$ cat config.mk
export PLATFORM = sky130hd
export DESIGN_NAME = hkdi_ram
export DESIGN_NICKNAME = d
export VERILOG_FILES = /design/src/hkdi_ram.sv
export SDC_FILE = /design/constraint.sdc
export NUM_CORES = 1
export LEC_CHECK = 0
export BUFFER_PORTS_ARGS = -buffer_cell sky130_fd_sc_hd__buf_4
export CORE_UTILIZATION = 65
export CTS_CLUSTER_SIZE = 10
export DETAILED_ROUTE_END_ITERATION = 10
export GPL_ROUTABILITY_DRIVEN = 1
export MAX_ROUTING_LAYER = met4
export PLACE_DENSITY_LB_ADDON = 0.25
export REMOVE_ABC_BUFFERS = 1
export SKIP_CTS_REPAIR_TIMING = 1
export SYNTH_ARGS = -nofsm -noshare
export SYNTH_HDL_FRONTEND = slang
export SYNTH_SLANG_ARGS = --single-unit
$ cat constraint.sdc
create_clock -name clk -period 3.93 [get_ports clk]
set_input_delay 0.786 -clock clk [delete_from_list [all_inputs] [get_ports clk]]
set_output_delay 0.786 -clock clk [all_outputs]
set_load 0.01 [all_outputs]
$ cat src/hkdi_ram.sv
// ----------------------------------------------------------------------------
// hkdi_ram
// Generic single-clock RAM, one write port, one read port, registered read.
// ----------------------------------------------------------------------------
module hkdi_ram #(
	parameter int WIDTH = 8,
	parameter int DEPTH = 16
) (
	input  logic                                    clk,
	input  logic                                    we,
	input  logic [(DEPTH > 1 ? $clog2(DEPTH) : 1)-1:0] waddr,
	input  logic [WIDTH-1:0]                        wdata,
	input  logic                                    re,
	input  logic [(DEPTH > 1 ? $clog2(DEPTH) : 1)-1:0] raddr,
	output logic [WIDTH-1:0]                        rdata
);

	logic [WIDTH-1:0] mem [DEPTH];

	always_ff @(posedge clk) begin
		if (we) begin
			mem[waddr] <= wdata;
		end
		if (re) begin
			rdata <= mem[raddr];
		end
	end

endmodule

==> impl_metrics.env <==
export IMPL_status="completed"
export IMPL_ys_seq_area_share_pct=78.1
export IMPL_clk_pin_slew_ns=0.06
export IMPL_synth_commonest_cells="136 x edfxtp_1, 18 x mux4_2, 16 x a22oi_1, 14 x mux4_1, 13 x nor2_1"
export IMPL_crit_end="rdata[4]$_DFFE_PP_"
export IMPL_numCtsBuffers=17
export IMPL_synthSimpleGateAreaFrac_pct=3.14
export IMPL_pin_count=27
export IMPL_r2r_start="mem[11][4]$_DFFE_PP_"
export IMPL_antenna_cells=0
export IMPL_worstReg2RegEnd="rdata[4]$_DFFE_PP_"
export IMPL_antenna_found_initial=0
export IMPL_fillers=392
export IMPL_grt_pass1_wl_um=15600
export IMPL_drcViolationCount=0
export IMPL_startpoint_type="primary input"
export IMPL_grt_overflow_total=0
export IMPL_cts_sinks=136
export IMPL_final_setup_tns_ns=0
export IMPL_cts_max_path_buffers=2
export IMPL_finalHoldViolCount=0
export IMPL_crit_chain="buf_4, mux4_1, a22oi_1, nand2_1"
export IMPL_vias=2548
export IMPL_maxUsedRoutingLayer="met4"
export IMPL_synth_top_area_share_pct=78.1
export IMPL_wire_per_inst_um=27.0
export IMPL_synth_xor_area_share_pct=0
export IMPL_yosys_cell_types_count=18
export IMPL_fin_ws_ns=1.88
export IMPL_yosys_warnings=0
export IMPL_synthMostInstantiatedCell="edfxtp_1"
export IMPL_drt_met1_wl_um=4040
export IMPL_vias_per_cell=6.69
export IMPL_grt_max_degree=33
export IMPL_drv_slew=0
export IMPL_crit_path_top_delay_cell="mux4_1"
export IMPL_stdcell_count=381
export IMPL_drtIter0Drc=325
export IMPL_hold_ws_ns=0.569
export IMPL_p_leak_nw=2.01
export IMPL_clock_latency_ns=0.52
export IMPL_drtAntennaViolNets=0
export IMPL_layout_worst_path_cycle_share_pct=52.2
export IMPL_route_met2_wl_um=5310
export IMPL_synthTopCellsByArea="edfxtp_1 78%, mux4_2 7.8%, mux4_1 7.0%, a22oi_1 2.3%, nor2_1 0.93%"
export IMPL_tightest_slew_ns=1.01
export IMPL_grt_pass1_vias=2565
export IMPL_path_delay_family="multiplexers"
export IMPL_cts_max_level=4
export IMPL_reg2reg_depth=3
export IMPL_synth_ff_type="edfxtp_1"
export IMPL_nets=286
export IMPL_num_rows=32
export IMPL_synth_compound_area_share_pct=2.30
export IMPL_core_area_mm2=0.00777
export IMPL_die_area_mm2=0.00841
export IMPL_crit_type="in2reg"
export IMPL_drt_pass1_iterations=5
export IMPL_relSlewSlack_pct=32.5
export IMPL_path_buf_inv=1
export IMPL_yosysTopAreaCell="edfxtp_1"
export IMPL_synth_edf_count=136
export IMPL_fin_skew_ns=0.00620
export IMPL_hold_path_class="in2reg"
export IMPL_clock_fmax_mhz=488
export IMPL_cp_arrival_ns=2.31
export IMPL_cts_root_buf="clkbuf_8"
export IMPL_worst_ir_drop_vdd_v=0.000399
export IMPL_crit_cells=4
export IMPL_ys_seq_elements=136
export IMPL_worstPathRequired_ns=4.19
export IMPL_setup_viol=0
export IMPL_drive_gt1_share_pct=27.6
export IMPL_synthMuxAreaShare_pct=14.8
export IMPL_synth_top_family_by_area="multiplexers"
export IMPL_drv_cap=0
export IMPL_cp_startpoint="raddr[0]"
export IMPL_reg2reg_slack_ns=2.36
export IMPL_min_period_ns=2.05
export IMPL_end_kind="flop"
export IMPL_port_buffers=26
export IMPL_cts_tree="built"
export IMPL_die_x_um=91.7
export IMPL_async_flop_share_pct=0
export IMPL_dp_slack_ns=1.33
export IMPL_dp_hpwl_um=5860
export IMPL_path_max_fanout=32
export IMPL_dr_wl_met3_um=787
export IMPL_die_h_um=91.7
export IMPL_rsz0062_at_grt="no"
export IMPL_grt_usage_pct=28.5
export IMPL_routed_wl_um=10300
export IMPL_power_density_mw_per_mm2=548
export IMPL_synth_avg_cell_area_um2=22.8
export IMPL_start_util_pct=67.3
export IMPL_area_growth_pct=16.0
export IMPL_place_inst=350
export IMPL_synthAdderAreaFrac_pct=0
export IMPL_netlist_area_mm2=0.00523
export IMPL_syn_inst=229
export IMPL_gp_congestion=0.755
export IMPL_max_stage_delay_ns=0.65
-- layout make-up --
cell class | count | area, µm² | area share [%]
multi-input cells | 83 | 1060 | 17.5
flip-flops and latches | 136 | 4080 | 67.4
clock buffers | 17 | 414 | 6.83
well taps | 102 | 128 | 2.10
clock inverters | 14 | 158 | 2.60
repair buffers | 29 | 218 | 3.59
-- routing by layer --
layer  GRT usage (%)  vias to the layer above
met5               -                        -
met4            9.26                        0
met3            7.21                       18
met2            44.2                      150
met1            38.1                     1325
li1                -                     1055
-- worst min-delay path by stage --
stage,start,end,slack (ns),cells past startpoint
CTS,wdata[2],mem[4][2]$_DFFE_PP_,0.56,1
global placement,mem[8][2]$_DFFE_PP_,rdata[2]$_DFFE_PP_,0.73,3
global route,wdata[2],mem[4][2]$_DFFE_PP_,0.57,1
detailed placement,mem[14][5]$_DFFE_PP_,rdata[5]$_DFFE_PP_,0.73,3
floorplan,mem[7][0]$_DFFE_PP_,rdata[0]$_DFFE_PP_,0.70,3
finish,wdata[2],mem[4][2]$_DFFE_PP_,0.57,1
-- through the flow --
step | util, % | power (W) | area (µm²)
floorplan | - | 0.00174 | 5140
global placement | 70.7 | 0.00182 | 5490
detailed placement | 70.7 | 0.00182 | 5490
CTS | 78.1 | 0.00333 | 6060
global route | 78.1 | 0.00340 | 6060
finish | 78.1 | 0.00332 | 6060
-- power breakdown --
| group | internal, W | leakage (nW) | switching [W] |
|---|---|---|---|
| logic | 0.0000656 | 0.512 | 0.0000872 |
| registers | 0.00164 | 1.24 | 0.0000107 |
| clock network | 0.000953 | 0.265 | 0.000572 |
| total | 0.00265 | 2.01 | 0.000670 |
-- sequential cells by signal (all words and copies together), names as in the netlist --
register and cells:
rdata 8, mem 128
-- worst reg2reg max path: stages (launching register included) --
cell	delay, ns
edfxtp_1	0.40
mux4_1	0.51
a22oi_1	0.30
nand2_1	0.11
-- cells in the final DEF, fill, tap and decap left out --
master,instances
edfxtp_1,136
buf_4,29
mux4_2,18
a22oi_1,16
clkbuf_16,16
mux4_1,14
nor2_1,13
nand2_1,9
clkinvlp_4,5
nor3_1,3
bufinv_16,3
clkinv_1,3
nand3b_1,2
nand2b_1,2
clkinv_2,2
nor2b_1,1
and2_1,1
and2b_1,1
nand3_1,1
nor3_2,1
or3b_2,1
clkbuf_8,1
inv_6,1
-- cells by family after synthesis --
logic type / after synthesis
flip-flops: 136
AND/OR/NAND/NOR: 35
AO/OA/AOI/OAI: 16
multiplexers: 32
buffers and inverters: 10
No activity file was read; power rests on OpenSTA's default activity.
