**src/hkdi_pkg.sv**
```systemverilog
// ----------------------------------------------------------------------------
// hkdi_pkg
// Shared types and constants for the hashed key to dense index upsert block.
// ----------------------------------------------------------------------------
package hkdi_pkg;

	localparam int KEY_W = 32;
	localparam int IDX_W = 8;
	localparam int CAP_W = 9;

	// Capacity limits
	localparam logic [CAP_W-1:0] CAP_MAX   = 9'd256;
	localparam logic [CAP_W-1:0] SMALL_CAP = 9'd8;

	// MurmurHash3 x86_32 constants (one 4-byte block, seed 0)
	localparam logic [31:0] MM_C1  = 32'hcc9e2d51;
	localparam logic [31:0] MM_C2  = 32'h1b873593;
	localparam logic [31:0] MM_FA  = 32'h85ebca6b;
	localparam logic [31:0] MM_FB  = 32'hc2b2ae35;
	localparam logic [31:0] MM_ADD = 32'he6546b64;
	localparam logic [31:0] MM_LEN = 32'd4;

	// Remainder unit: bits retired per cycle and cycles per operation
	localparam int DIV_STEP  = 4;
	localparam int DIV_ITERS = KEY_W / DIV_STEP;
	localparam int DIV_CNT_W = $clog2(DIV_ITERS);

	// Status codes
	localparam logic STATUS_OK       = 1'b0;
	localparam logic STATUS_OVERFLOW = 1'b1;

	typedef struct packed {
		logic [KEY_W-1:0] key;
		logic [IDX_W-1:0] idx;
	} slot_entry_t;

endpackage

```
**src/hkdi_hash.sv**
```systemverilog
// ----------------------------------------------------------------------------
// hkdi_hash
// Pipelined MurmurHash3 of one 32-bit key, seed 0; five register stages.
// ----------------------------------------------------------------------------
module hkdi_hash
	import hkdi_pkg::*;
(
	input  logic             clk,
	input  logic             arst_n,
	input  logic             in_valid,
	input  logic [KEY_W-1:0] key,
	output logic             out_valid,
	output logic [31:0]      hash
);

	logic [4:0]  vld_q;
	logic [31:0] k_s1, k_s2, h_s3, h_s4, h_s5;
	logic [31:0] mix3, mix4, mix5;

	always_ff @(posedge clk or negedge arst_n) begin
		if (!arst_n) begin
			vld_q <= '0;
		end else begin
			vld_q <= {vld_q[3:0], in_valid};
		end
	end

	assign mix3 = {k_s2[18:0], k_s2[31:19]};        // rotl 13
	assign mix4 = (h_s3 ^ MM_LEN) ^ ((h_s3 ^ MM_LEN) >> 16);
	assign mix5 = h_s4 ^ (h_s4 >> 13);

	always_ff @(posedge clk) begin
		k_s1 <= key * MM_C1;
		k_s2 <= {k_s1[16:0], k_s1[31:17]} * MM_C2;   // rotl 15
		h_s3 <= (mix3 * 32'd5) + MM_ADD;
		h_s4 <= mix4 * MM_FA;
		h_s5 <= mix5 * MM_FB;
	end

	assign out_valid = vld_q[4];
	assign hash      = h_s5 ^ (h_s5 >> 16);

endmodule

```
**config.mk**
```make
export PLATFORM = sky130hd
export DESIGN_NAME = hkdi_hash
export DESIGN_NICKNAME = d
export VERILOG_FILES = /design/src/hkdi_pkg.sv /design/src/hkdi_hash.sv
export SDC_FILE = /design/constraint.sdc
export NUM_CORES = 2
export LEC_CHECK = 0
export ABC_AREA = 1
export ABC_CLOCK_PERIOD_IN_PS = 13500
export BUFFER_PORTS_ARGS = -buffer_cell sky130_fd_sc_hd__buf_2
export CAP_MARGIN = 15
export CORE_AREA = 4 4 192 381
export CTS_CLUSTER_DIAMETER = 60
export CTS_CLUSTER_SIZE = 25
export DETAILED_ROUTE_END_ITERATION = 16
export DIE_AREA = 0 0 196 385
export GPL_ROUTABILITY_DRIVEN = 0
export PLACE_DENSITY_LB_ADDON = 0.1
export REMOVE_ABC_BUFFERS = 1
export SYNTH_ARGS = -nofsm -noshare
export SYNTH_HDL_FRONTEND = slang
export SYNTH_SLANG_ARGS = --single-unit
```
**constraint.sdc**
```tcl
create_clock -name clk -period 13.5 [get_ports clk]
set_input_delay 0 -clock clk [delete_from_list [all_inputs] [get_ports clk]]
set_output_delay 0 -clock clk [all_outputs]
set_load 0.02 [all_outputs]
```
==> results.yml <==
worst_setup_path:
  cp_max_fo: 8
  crit_arrival_ns: 7.27
  critical-path-slowest-cell: "xor2_1"
  cp-start-kind: "register"
  worstSetupEndpointType: "register"
  worst_ep_required_time_ns: 13.87
  slowest_delay_ns: 0.76
  crit_buf_inv: 4
  worst-setup-path-type: "register to register"
  critical_path.top_delay_family: "adder cells"
  critPathMostFrequentCell: "fa_1"
  crit_chain: "xor2_1 -> inv_1 -> fa_1 -> inv_1 -> fa_1 -> fa_1 -> fa_1 -> inv_1 -> fa_1 -> fa_1 -> fa_1 -> fa_1 -> inv_1 -> ha_1 -> a21oi_1 -> o21ai_0 -> a211oi_1 -> and2_1 -> o21ai_1 -> xor2_1"
finish:
  most-common-layout-cells: "inv_1, ha_1, fa_1"
  antenna-diode-count: 0
  areaGrowthSynthToFinish_pct: 4.978
  drive_gt1_frac: 0.03410
  final_common_cell: "inv_1"
  nets: 6384
  final_area_um2: 43930
synth:
  synthXorXnorAreaFrac: 0.04706
  synth.distinct_cells: 49
  synth_top_family_by_area: "adder cells"
  yosysWarnings: 0
  yosys.area.top_type: "fa_1"
  yosysSeqAreaShare: 0.07953
  netlist_instances: 4713
  muxShareOfSynthArea: 0
  synth_compound_area_frac: 0.04264
  synth-simple-area-share: 0.09421
  async_flop_share: 0.03030
  synth_seq_cells: 165
  synthAdderAreaFrac: 0.5976
  synth_edf_count: 0
  synth_flop_cell: "dfxtp_1"
  synth_top_area_share: 0.3554
  syn_area_um2: 41850
  avgSynthCellArea_um2: 8.879
  synth_area_leaders: "fa_1, ha_1, inv_1"
drt:
  first_pass_iters: 7
  drc: 0
  vias_per_cell: 5.236
  drt_iter0_markers: 1822
  wirelength_um: 104700
  drt-met1-wl_um: 45480
  dr_wl_met3_um: 6418
  vias: 29943
  antenna_left: 0
  detail_route.wl_per_cell_um: 18.30
  route.met2.wl_um: 49250
  highest_layer: "met5"
clock_network:
  tritoncts: "done"
  numCtsBuffers: 17
  cts_resized: 0
  postCtsHoldBufs: 8
  clock_latency_ns: 0.49
  clk_path_buf_depth: 2
  cts_num_sinks: 165
  postCtsSetupRepairBufs: 0
  clkTransAtPathRegs_ns: 0.09
  cts-root-buf: "clkbuf_16"
  h-tree-depth: 4
min_path:
  hp-class: "input port to register"
floorplan:
  start_util: 0.5940
  rows: 138
  ioPinCount: 68
  core_area_um2: 70450
  die-area_um2: 75460
  dieWidth_um: 196
  die_h_um: 385
global_route:
  grt_pass1_vias: 32111
  antenna_found_initial: 1
  grt_start_max_net_pins: 21
  grt_overflow: 0
  track_usage: 0.2916
  grt_pass1_wl_um: 170800
sta:
  post-route-period-util: 0.5114
  tightest_slew_ns: 0.9496
  clock.fmax_mhz: 144.8
  rsz0062_at_grt: "false"
  fin_ws_ns: 6.596
  hold_violations: 0
  final_max_slew_viol_count: 0
  max-slew-margin-rel: 0.3648
  setup_tns_ns: 0
  min_period_ns: 6.904
  skew_ns: 0.02038
  setup_viol: 0
placement:
  dp_hpwl_um: 94980
  dpl_worst_slack_ns: 6.610
  place_area_um2: 43240
  io_buffers: 67
flow_run:
  max_cap_violations: 0
status:
  status: "complete, no violations"
-- logic make-up (layout without fill, tap and decap cells) --
kind of cell    Yosys count  count (layout)
compound gates          303             303
xor+xnor                224             224
fa+ha+maj              1553            1553
buf+inv                1533            1629
flops                   165             165
simple gates            935             935
-- layout make-up --
type / count / area, um2
multi-input combinational: 3015 / 32710
fill: 6192 / 26520
inverter: 1517 / 5694
sequential: 165 / 3328
tap: 910 / 1139
timing repair buffer: 80 / 452.9
clock buffer: 17 / 425.4
clock inverter: 15 / 186.4
-- worst min-delay path, delay by kind of cell --
kind	cells	cell delay, ns
fa+ha+maj	2	0.31
buf+inv	1	0.27
-- state kept, by name, indices dropped and copies added (netlist names) --
| name | cells |
|---|---|
| k_s1 | 32 |
| h_s4 | 32 |
| vld_q | 5 |
| k_s2 | 32 |
| h_s3 | 32 |
| h_s5 | 32 |
-- through the flow --
stage	hold WS [ns]	utilization	cells
floorplan	-0.2956	-	4697
global placement	-0.1872	0.6138	5679
detailed placement	-0.1852	0.6138	5679
CTS	0.1175	0.6236	5719
global route	0.1826	0.6236	5719
finish	0.1312	0.6236	5719
-- Yosys cell counts (6+ instances only) --
| cell | number |
|---|---|
| a21o_1 | 16 |
| a21oi_1 | 147 |
| a31oi_1 | 8 |
| buf_4 | 16 |
| dfxtp_1 | 160 |
| fa_1 | 743 |
| ha_1 | 810 |
| inv_1 | 1506 |
| inv_2 | 11 |
| nand2_1 | 599 |
| nand2_2 | 11 |
| nand3_1 | 104 |
| nand3_2 | 7 |
| nand3b_1 | 17 |
| nand4_1 | 20 |
| nor2_1 | 131 |
| nor3_1 | 18 |
| nor4_1 | 6 |
| o211ai_1 | 8 |
| o21ai_0 | 68 |
| o21ai_1 | 11 |
| o21bai_1 | 11 |
| xnor2_1 | 65 |
| xor2_1 | 158 |
-- per-layer routing --
layer	vias to the layer above	GRT usage
met3	175	0.04415
li1	14230	-
met4	2	0.09084
met1	14656	0.4051
met5	-	0
met2	880	0.4750
-- worst paths after layout --
check | start | endpoint | slack (ns) | cells past startpoint
max | h_s3[25] | h_s4[29] | 6.60 | 20
min | key[5] | k_s1[5] | 0.13 | 3
max reg2reg | h_s3[25] | h_s4[29] | 6.60 | 20
min reg2reg | k_s2[20] | h_s3[1] | 0.34 | 0
max in group asynchronous | arst_n | vld_q[0] | 12.90 | 3
min in group asynchronous | arst_n | vld_q[4] | 0.43 | 3
Power is not shown: default switching activity piles up to over one toggle a cycle in this logic, so the estimate is an artifact.
