--- config.mk ---
export PLATFORM = sky130hd
export DESIGN_NAME = hkdi_div
export DESIGN_NICKNAME = d
export VERILOG_FILES = /design/src/hkdi_pkg.sv /design/src/hkdi_div.sv
export SDC_FILE = /design/constraint.sdc
export NUM_CORES = 1
export LEC_CHECK = 0
export BUFFER_PORTS_ARGS = -buffer_cell sky130_fd_sc_hd__buf_2
export CORE_ASPECT_RATIO = 1.1
export CORE_UTILIZATION = 39
export DETAILED_ROUTE_END_ITERATION = 7
export GPL_TIMING_DRIVEN = 0
export HOLD_SLACK_MARGIN = 0.06
export PLACE_DENSITY = 0.63
export SLEW_MARGIN = 15
export SYNTH_ARGS = -nofsm -noshare
export SYNTH_HDL_FRONTEND = slang
export SYNTH_SLANG_ARGS = --single-unit
export TNS_END_PERCENT = 30
--- constraint.sdc ---
create_clock -name clk -period 13.06 [get_ports clk]
set_input_delay 1.306 -clock clk [delete_from_list [all_inputs] [get_ports clk]]
set_output_delay 1.306 -clock clk [all_outputs]
set_load 0.05 [all_outputs]
--- src/hkdi_pkg.sv ---
// ----------------------------------------------------------------------------
// hkdi_pkg
// Shared types and constants for the hashed key to dense index upsert block.
// ----------------------------------------------------------------------------
package hkdi_pkg;

	localparam int KEY_W = 32;
	localparam int IDX_W = 8;
	localparam int CAP_W = 9;

	// Capacity limits
	localparam logic [CAP_W-1:0] CAP_MAX   = 9'd256;
	localparam logic [CAP_W-1:0] SMALL_CAP = 9'd8;

	// MurmurHash3 x86_32 constants (one 4-byte block, seed 0)
	localparam logic [31:0] MM_C1  = 32'hcc9e2d51;
	localparam logic [31:0] MM_C2  = 32'h1b873593;
	localparam logic [31:0] MM_FA  = 32'h85ebca6b;
	localparam logic [31:0] MM_FB  = 32'hc2b2ae35;
	localparam logic [31:0] MM_ADD = 32'he6546b64;
	localparam logic [31:0] MM_LEN = 32'd4;

	// Remainder unit: bits retired per cycle and cycles per operation
	localparam int DIV_STEP  = 4;
	localparam int DIV_ITERS = KEY_W / DIV_STEP;
	localparam int DIV_CNT_W = $clog2(DIV_ITERS);

	// Status codes
	localparam logic STATUS_OK       = 1'b0;
	localparam logic STATUS_OVERFLOW = 1'b1;

	typedef struct packed {
		logic [KEY_W-1:0] key;
		logic [IDX_W-1:0] idx;
	} slot_entry_t;

endpackage

--- src/hkdi_div.sv ---
// ----------------------------------------------------------------------------
// hkdi_div
// Iterative remainder of a 32-bit value by a 9-bit divisor, four bits a cycle.
// ----------------------------------------------------------------------------
module hkdi_div
	import hkdi_pkg::*;
(
	input  logic             clk,
	input  logic             arst_n,
	input  logic             start,
	input  logic [KEY_W-1:0] dividend,
	input  logic [CAP_W-1:0] divisor,
	output logic             done,
	output logic [CAP_W-1:0] remainder
);

	logic                 run_q;
	logic                 done_q;
	logic [DIV_CNT_W-1:0] cnt_q;
	logic [KEY_W-1:0]     quo_q;
	logic [CAP_W-1:0]     rem_q;
	logic [CAP_W-1:0]     div_q;
	logic [KEY_W-1:0]     quo_nxt;
	logic [CAP_W-1:0]     rem_nxt;

	// restoring steps; remainder stays below divisor <= 256, so 9 bits hold it
	always_comb begin
		quo_nxt = quo_q;
		rem_nxt = rem_q;
		for (int i = 0; i < DIV_STEP; i++) begin
			rem_nxt = {rem_nxt[CAP_W-2:0], quo_nxt[KEY_W-1]};
			quo_nxt = {quo_nxt[KEY_W-2:0], 1'b0};
			if (rem_nxt >= div_q) begin
				rem_nxt = rem_nxt - div_q;
			end
		end
	end

	always_ff @(posedge clk or negedge arst_n) begin
		if (!arst_n) begin
			run_q  <= 1'b0;
			done_q <= 1'b0;
			cnt_q  <= '0;
		end else begin
			done_q <= 1'b0;
			if (start) begin
				run_q <= 1'b1;
				cnt_q <= '0;
			end else if (run_q) begin
				cnt_q <= cnt_q + DIV_CNT_W'(1);
				if (cnt_q == DIV_CNT_W'(DIV_ITERS - 1)) begin
					run_q  <= 1'b0;
					done_q <= 1'b1;
				end
			end
		end
	end

	always_ff @(posedge clk) begin
		if (start) begin
			quo_q <= dividend;
			rem_q <= '0;
			div_q <= divisor;
		end else if (run_q) begin
			quo_q <= quo_nxt;
			rem_q <= rem_nxt;
		end
	end

	assign done      = done_q;
	assign remainder = rem_q;

endmodule

==> flow_metrics.tcl, run 1 <==
set metrics [dict create \
    drtIter0Drc 115 \
    start_kind "register" \
    die_height_um 110 \
    syn_area_per_cell_um2 10.5 \
    syn_nets 479 \
    cp-end-kind "register" \
    ant_nets 0 \
    cts.hold.buffers_added 0 \
    cp.arrival_ns 8.05 \
    slowest_stage "edfxtp_1" \
    cp_max_fo 10 \
    ys_warn_count 0 \
    drive_gt1_share_pct 25.8 \
    vias 3129 \
    multi_input_area_um2 2430 \
    fin_util_pct 46.1 \
    synth-async-reset-ratio_pct 9.09 \
    path_class "register to register" \
    grt_pass1_wl_mm 15.7 \
    ff_latch_area_um2 1540 \
    tritoncts "done" \
    cts_num_sinks 55 \
    dieWidth_um 100 \
    fillers 1007 \
    area_delta_synth_final_pct 12.9 \
    design_area_um2 4650 \
    antenna_found_initial 0 \
    grt_pass1_vias 3317 \
    clock.fmax_ghz 0.128 \
    gp_congestion 0.906 \
    synth_edf_count 41 \
    clk_pin_slew_ns 0.09 \
    grt_max_degree 34 \
    fp-row-count 38 \
    period_needed_ns 7.80 \
    fin_crit_sh_pct 59.7 \
    tightestPinTransition_ns 0.701 \
    drc_errors 0 \
    core_um2 10100 \
    first_pass_iters 4 \
    hold_path_class "register to register" \
    max-cap-violations 0 \
    cts_root_buf "clkbuf_8" \
    post-cts-setup-buffers 0 \
    grt_overflow 0 \
    groute.usage.overall_pct 18.5 \
    finalWirelength_mm 9.21 \
    dpl_cell_area_um2 4560 \
    syn_inst 393 \
    holdWs_ns 0.469 \
    crit_top_cell "ha_1" \
    seq_area_frac_synth_pct 37.3 \
    rsz0062_at_grt "false" \
    clk_latency_ns 0.32 \
    via_per_inst 5.27 \
    yosysUniqueCellTypes 65 \
    setup_tns_ns 0 \
    clockBufferDepth 2 \
    maxSlewHeadroom_pct 53.2 \
    cts_resized 0 \
    wl_per_cell_um 15.5 \
    timing.final.max_slew_violations 0 \
    cts_buffers 5 \
    synth_ff_type "edfxtp_1" \
    die_area_um2 11000 \
    finalSetupViolations 0 \
    start_util_pct 40.9 \
    slowest_delay_ns 0.50 \
    required_ns 13.32 \
    htree_levels 2 \
    final_nets 539 \
    syn_area_um2 4120 \
    fin_worst_skew_ns 0.0137 \
    outcome "completed" \
    ios 54 \
    dp_hpwl_mm 7.40 \
    portBuffers 53 \
    diodes 0 \
    ys_ff_latch 55 \
    hold_viol 0 \
]
-- kinds of logic (layout without fill, tap and decap cells) --
family                     Yosys count  after routing  share of synthesized area (%)
AOI/OAI and AO/OA                   98             98                           18.3
DFF                                 55             55                           37.3
buffers and inverters               39            100                           3.65
and+or+nand+nor                    104            104                           13.4
xor gates and xnor gates            17             17                           3.61
adders and majority gates           42             42                           13.5
muxes                               38             38                           10.2
-- Yosys cell counts, types with 2 or more instances --
library cell	instances	area (um^2)
a21boi_0	3	22.5
a31oi_1	2	12.5
nor2_1	32	120
ha_1	38	475
or3_4	2	22.5
and2_1	5	31.3
a21oi_1	18	90.1
mux2_2	32	360
mux2i_1	6	60.1
buf_1	3	11.3
buf_2	3	15.0
nand2b_1	7	43.8
edfxtp_1	41	1230
nor3_1	9	45.0
xnor2_1	9	78.8
dfrtp_1	5	125
a21oi_2	2	17.5
clkbuf_1	2	7.51
o31a_1	2	17.5
dfxtp_1	9	180
a221o_1	3	30.0
nand2_1	16	60.1
o21bai_1	4	30.0
inv_1	30	113
o21ai_0	12	60.1
o211ai_1	3	22.5
o21ai_1	13	65.1
a21o_1	7	52.6
nor2b_4	2	27.5
o21a_1	5	37.5
nor3b_1	4	30.0
o221ai_1	3	26.3
or3_1	2	12.5
a211oi_1	2	15.0
a311oi_1	2	17.5
nand3_1	7	35.0
xor2_1	8	70.1
nand4_1	4	25.0
and3_1	2	12.5
o31ai_4	2	42.5
fa_1	4	80.1
nor2b_1	5	31.3
-- per-layer routing --
metal	global-route usage [%]	vias to the layer above	part of all wire, %
li1	-	1570	-
met1	22.1	1483	46
met2	33.5	59	48
met3	3.18	17	3.3
met4	6.94	0	2.2
met5	0	-	0
-- final timing paths --
| kind | to | slack (ns) | from | cells after the start |
|---|---|---|---|---|
| hold / removal | remainder[8] | 0.47 | remainder[8] | 2 |
| setup reg to reg | remainder[7] | 5.26 | div_q[1] | 31 |
| setup / recovery | remainder[7] | 5.26 | div_q[1] | 31 |
| min in group asynchronous | cnt_q[0] | 0.79 | arst_n | 1 |
| max in group asynchronous | run_q | 12.13 | arst_n | 1 |
| hold reg to reg | remainder[8] | 0.47 | remainder[8] | 2 |
-- area by class of cell --
cell class,instances,share of cell area (%)
buffer,8,0.727
clock buffer,6,1.56
clock inverter,2,0.377
inverter,31,2.50
multi-input combinational,299,52.3
sequential,55,33.0
tap,140,3.77
timing repair buffer,53,5.71
-- cells in the final DEF (no fill, tap or decap), types with 3 or more instances in the layout --
cell	n
a21boi_0	3
a21o_1	7
a21oi_1	18
a221o_1	3
and2_1	5
buf_1	3
buf_2	56
clkbuf_1	3
clkbuf_8	5
dfrtp_1	5
dfxtp_1	9
edfxtp_1	41
fa_1	4
ha_1	38
inv_1	29
mux2_2	32
mux2i_1	6
nand2_1	16
nand2b_1	7
nand3_1	7
nand4_1	4
nor2_1	32
nor2b_1	5
nor3_1	9
nor3b_1	4
o211ai_1	3
o21a_1	5
o21ai_0	12
o21ai_1	13
o21bai_1	4
o221ai_1	3
xnor2_1	9
xor2_1	8
-- worst max-delay path: cells and delay by family, from the launching register on --
family | cells | cell delay [ns]
flops | 1 | 0.50
buf+inv | 6 | 1.12
compound gates | 13 | 2.88
fa+ha+maj | 4 | 1.24
simple gates | 5 | 0.99
mux | 3 | 1.01
-- sequential cells by signal, indices dropped and copies added, names as in the netlist --
name       flops
run_q          1
div_q          9
done           1
quo_q         32
cnt_q          3
remainder      9
-- per-stage QoR --
| stage | setup WS, ns | cells |
|---|---|---|
| floorplan | 6.38 | 393 |
| global placement | 5.32 | 586 |
| detailed placement | 5.32 | 586 |
| CTS | 5.28 | 594 |
| global route | 4.65 | 594 |
| finish | 5.26 | 594 |
Power of run 1 is not shown: default switching activity piles up to over one toggle a cycle in this logic, so the estimate is an artifact.
==> inputs of run 2 (changes only) <==
Clock period 13.06 ns to 7.75 ns, I/O delays scaled along.
==> run 2 against run 1 <==
  * Fmax is 6.4% higher
  * Non-clock buffer count grew 3
  * Die area is the same
  * Critical endpoint is now remainder[4]
  * Sequential share of layout area down 0.41 points
  * Flip-flop and latch count did not move
  * Highest routed layer unchanged
  * First-iteration DRC count up 2.6%
==> flow_metrics.tcl, run 2 (synthesized netlist as in run 1, its figures left out) <==
set metrics [dict create \
    die_area_um2 11000 \
    drtIter0Drc 118 \
    dp_hpwl_mm 7.40 \
    cp-end-kind "register" \
    highest_layer "met4" \
    fin_crit_sh_pct 94.5 \
    slowest_delay_ns 0.44 \
    wl_met1_mm 4.15 \
    clk_pin_slew_ns 0.09 \
    rrSetupSlack_ns 0.42 \
    drive_gt1_share_pct 27.4 \
    groute.usage.overall_pct 18.6 \
    final_common_cell "buf_2" \
    timing.final.max_slew_violations 0 \
    cts.hold.buffers_added 0 \
    via_per_inst 5.29 \
    ios 54 \
    holdWs_ns 0.261 \
    area_delta_synth_final_pct 14.3 \
    diodes 0 \
    design_area_um2 4710 \
    die_height_um 110 \
    period_needed_ns 7.33 \
    cp_max_fo 10 \
    gp_congestion 0.906 \
    slowest_stage "edfxtp_1" \
    cts_num_sinks 55 \
    wl_met3_um 382 \
    required_ns 7.95 \
    htree_levels 2 \
    dpl_cell_area_um2 4560 \
    grt_overflow 0 \
    met2RoutedLength_mm 4.51 \
    worst-r2r-cell-count 31 \
    core_um2 10100 \
    cts_root_buf "clkbuf_8" \
    fin_worst_skew_ns 0.0137 \
    finalSetupViolations 0 \
    final_nets 542 \
    hold_viol 0 \
    start_kind "register" \
    clock.fmax_ghz 0.137 \
    vias 3156 \
    cts_buffers 5 \
    tightestPinTransition_ns 0.707 \
    largest_reg_flops 32 \
    outcome "completed" \
    regMostFlops "quo_q" \
    portBuffers 53 \
    grt_max_degree 34 \
    crit_top_cell "ha_1" \
    tritoncts "done" \
    maxSlewHeadroom_pct 52.8 \
    ant_nets 0 \
    hold_path_class "input pin to asynchronous set/reset pin" \
    clk_latency_ns 0.32 \
    finalWirelength_mm 9.26 \
    drc_errors 0 \
    fp-row-count 38 \
    max-cap-violations 0 \
    r2r_end "remainder[4]" \
    first_pass_iters 4 \
    grt_pass1_vias 3317 \
    dieWidth_um 100 \
    grt_pass1_wl_mm 15.7 \
    cp.arrival_ns 7.53 \
    reg2reg_from "div_q[1]" \
    clockBufferDepth 2 \
    start_util_pct 40.9 \
    antenna_found_initial 0 \
    fillers 1000 \
    layout_common_cells "buf_2 (54), edfxtp_1 (41), ha_1 (38), mux2_2 (32), nor2_1 (31)" \
    wl_per_cell_um 15.5 \
    path_class "register to register" \
]
[run 2: how the worst max path moves through the flow]
stage / start / cells after the start / slack (ns) / end
global placement: div_q[1] / 31 / 0.01 / remainder[7]
detailed placement: div_q[1] / 32 / 0.005 / remainder[2]
global route: div_q[1] / 31 / -0.02 / remainder[2]
floorplan: remainder[0] / 28 / 1.07 / remainder[7]
CTS: div_q[1] / 31 / 0.06 / remainder[7]
finish: div_q[1] / 31 / 0.42 / remainder[4]
[run 2: cell type report]
| cell class | count | area [um^2] | area share, % |
|---|---|---|---|
| Tap cell | 140 | 175 | 3.72 |
| Clock buffer | 6 | 72.6 | 1.54 |
| Timing Repair Buffer | 56 | 288 | 6.11 |
| Inverter | 31 | 116 | 2.47 |
| Buffer | 8 | 38.8 | 0.824 |
| Clock inverter | 2 | 17.5 | 0.372 |
| Sequential cell | 55 | 1540 | 32.6 |
| Multi-Input combinational cell | 299 | 2460 | 52.3 |
[run 2: critical path: cells and delay by family, from the launching register on]
| family | cells | cell delay, ns |
|---|---|---|
| simple gates | 3 | 0.50 |
| fa+ha+maj | 4 | 1.19 |
| mux | 3 | 0.95 |
| compound gates | 15 | 3.15 |
| flops | 1 | 0.44 |
| buf+inv | 6 | 0.99 |
[run 2: metal layers]
metal | global-route usage, % | vias up
met5 | 0 | -
met2 | 33.5 | 65
met3 | 3.18 | 18
met1 | 22.1 | 1497
li1 | - | 1576
met4 | 6.94 | 0
[run 2: repair_timing]
item                       4_1_cts  5_1_grt
setup endpoints to repair        2        9
setup buffers                    0        3
cloned                           0        0
resized for setup                1        8
pin swaps                        0        1
[run 2: stage by stage]
step                TNS, ns  setup WS [ns]  std cells  utilization (%)
floorplan                 0           1.07        393                -
global placement          0         0.0122        586             45.2
detailed placement        0        0.00517        586             45.2
CTS                       0         0.0557        594             46.2
global route        -0.0252        -0.0204        597             46.7
finish                    0          0.424        597             46.7
Power of run 2 is left out for the same reason.
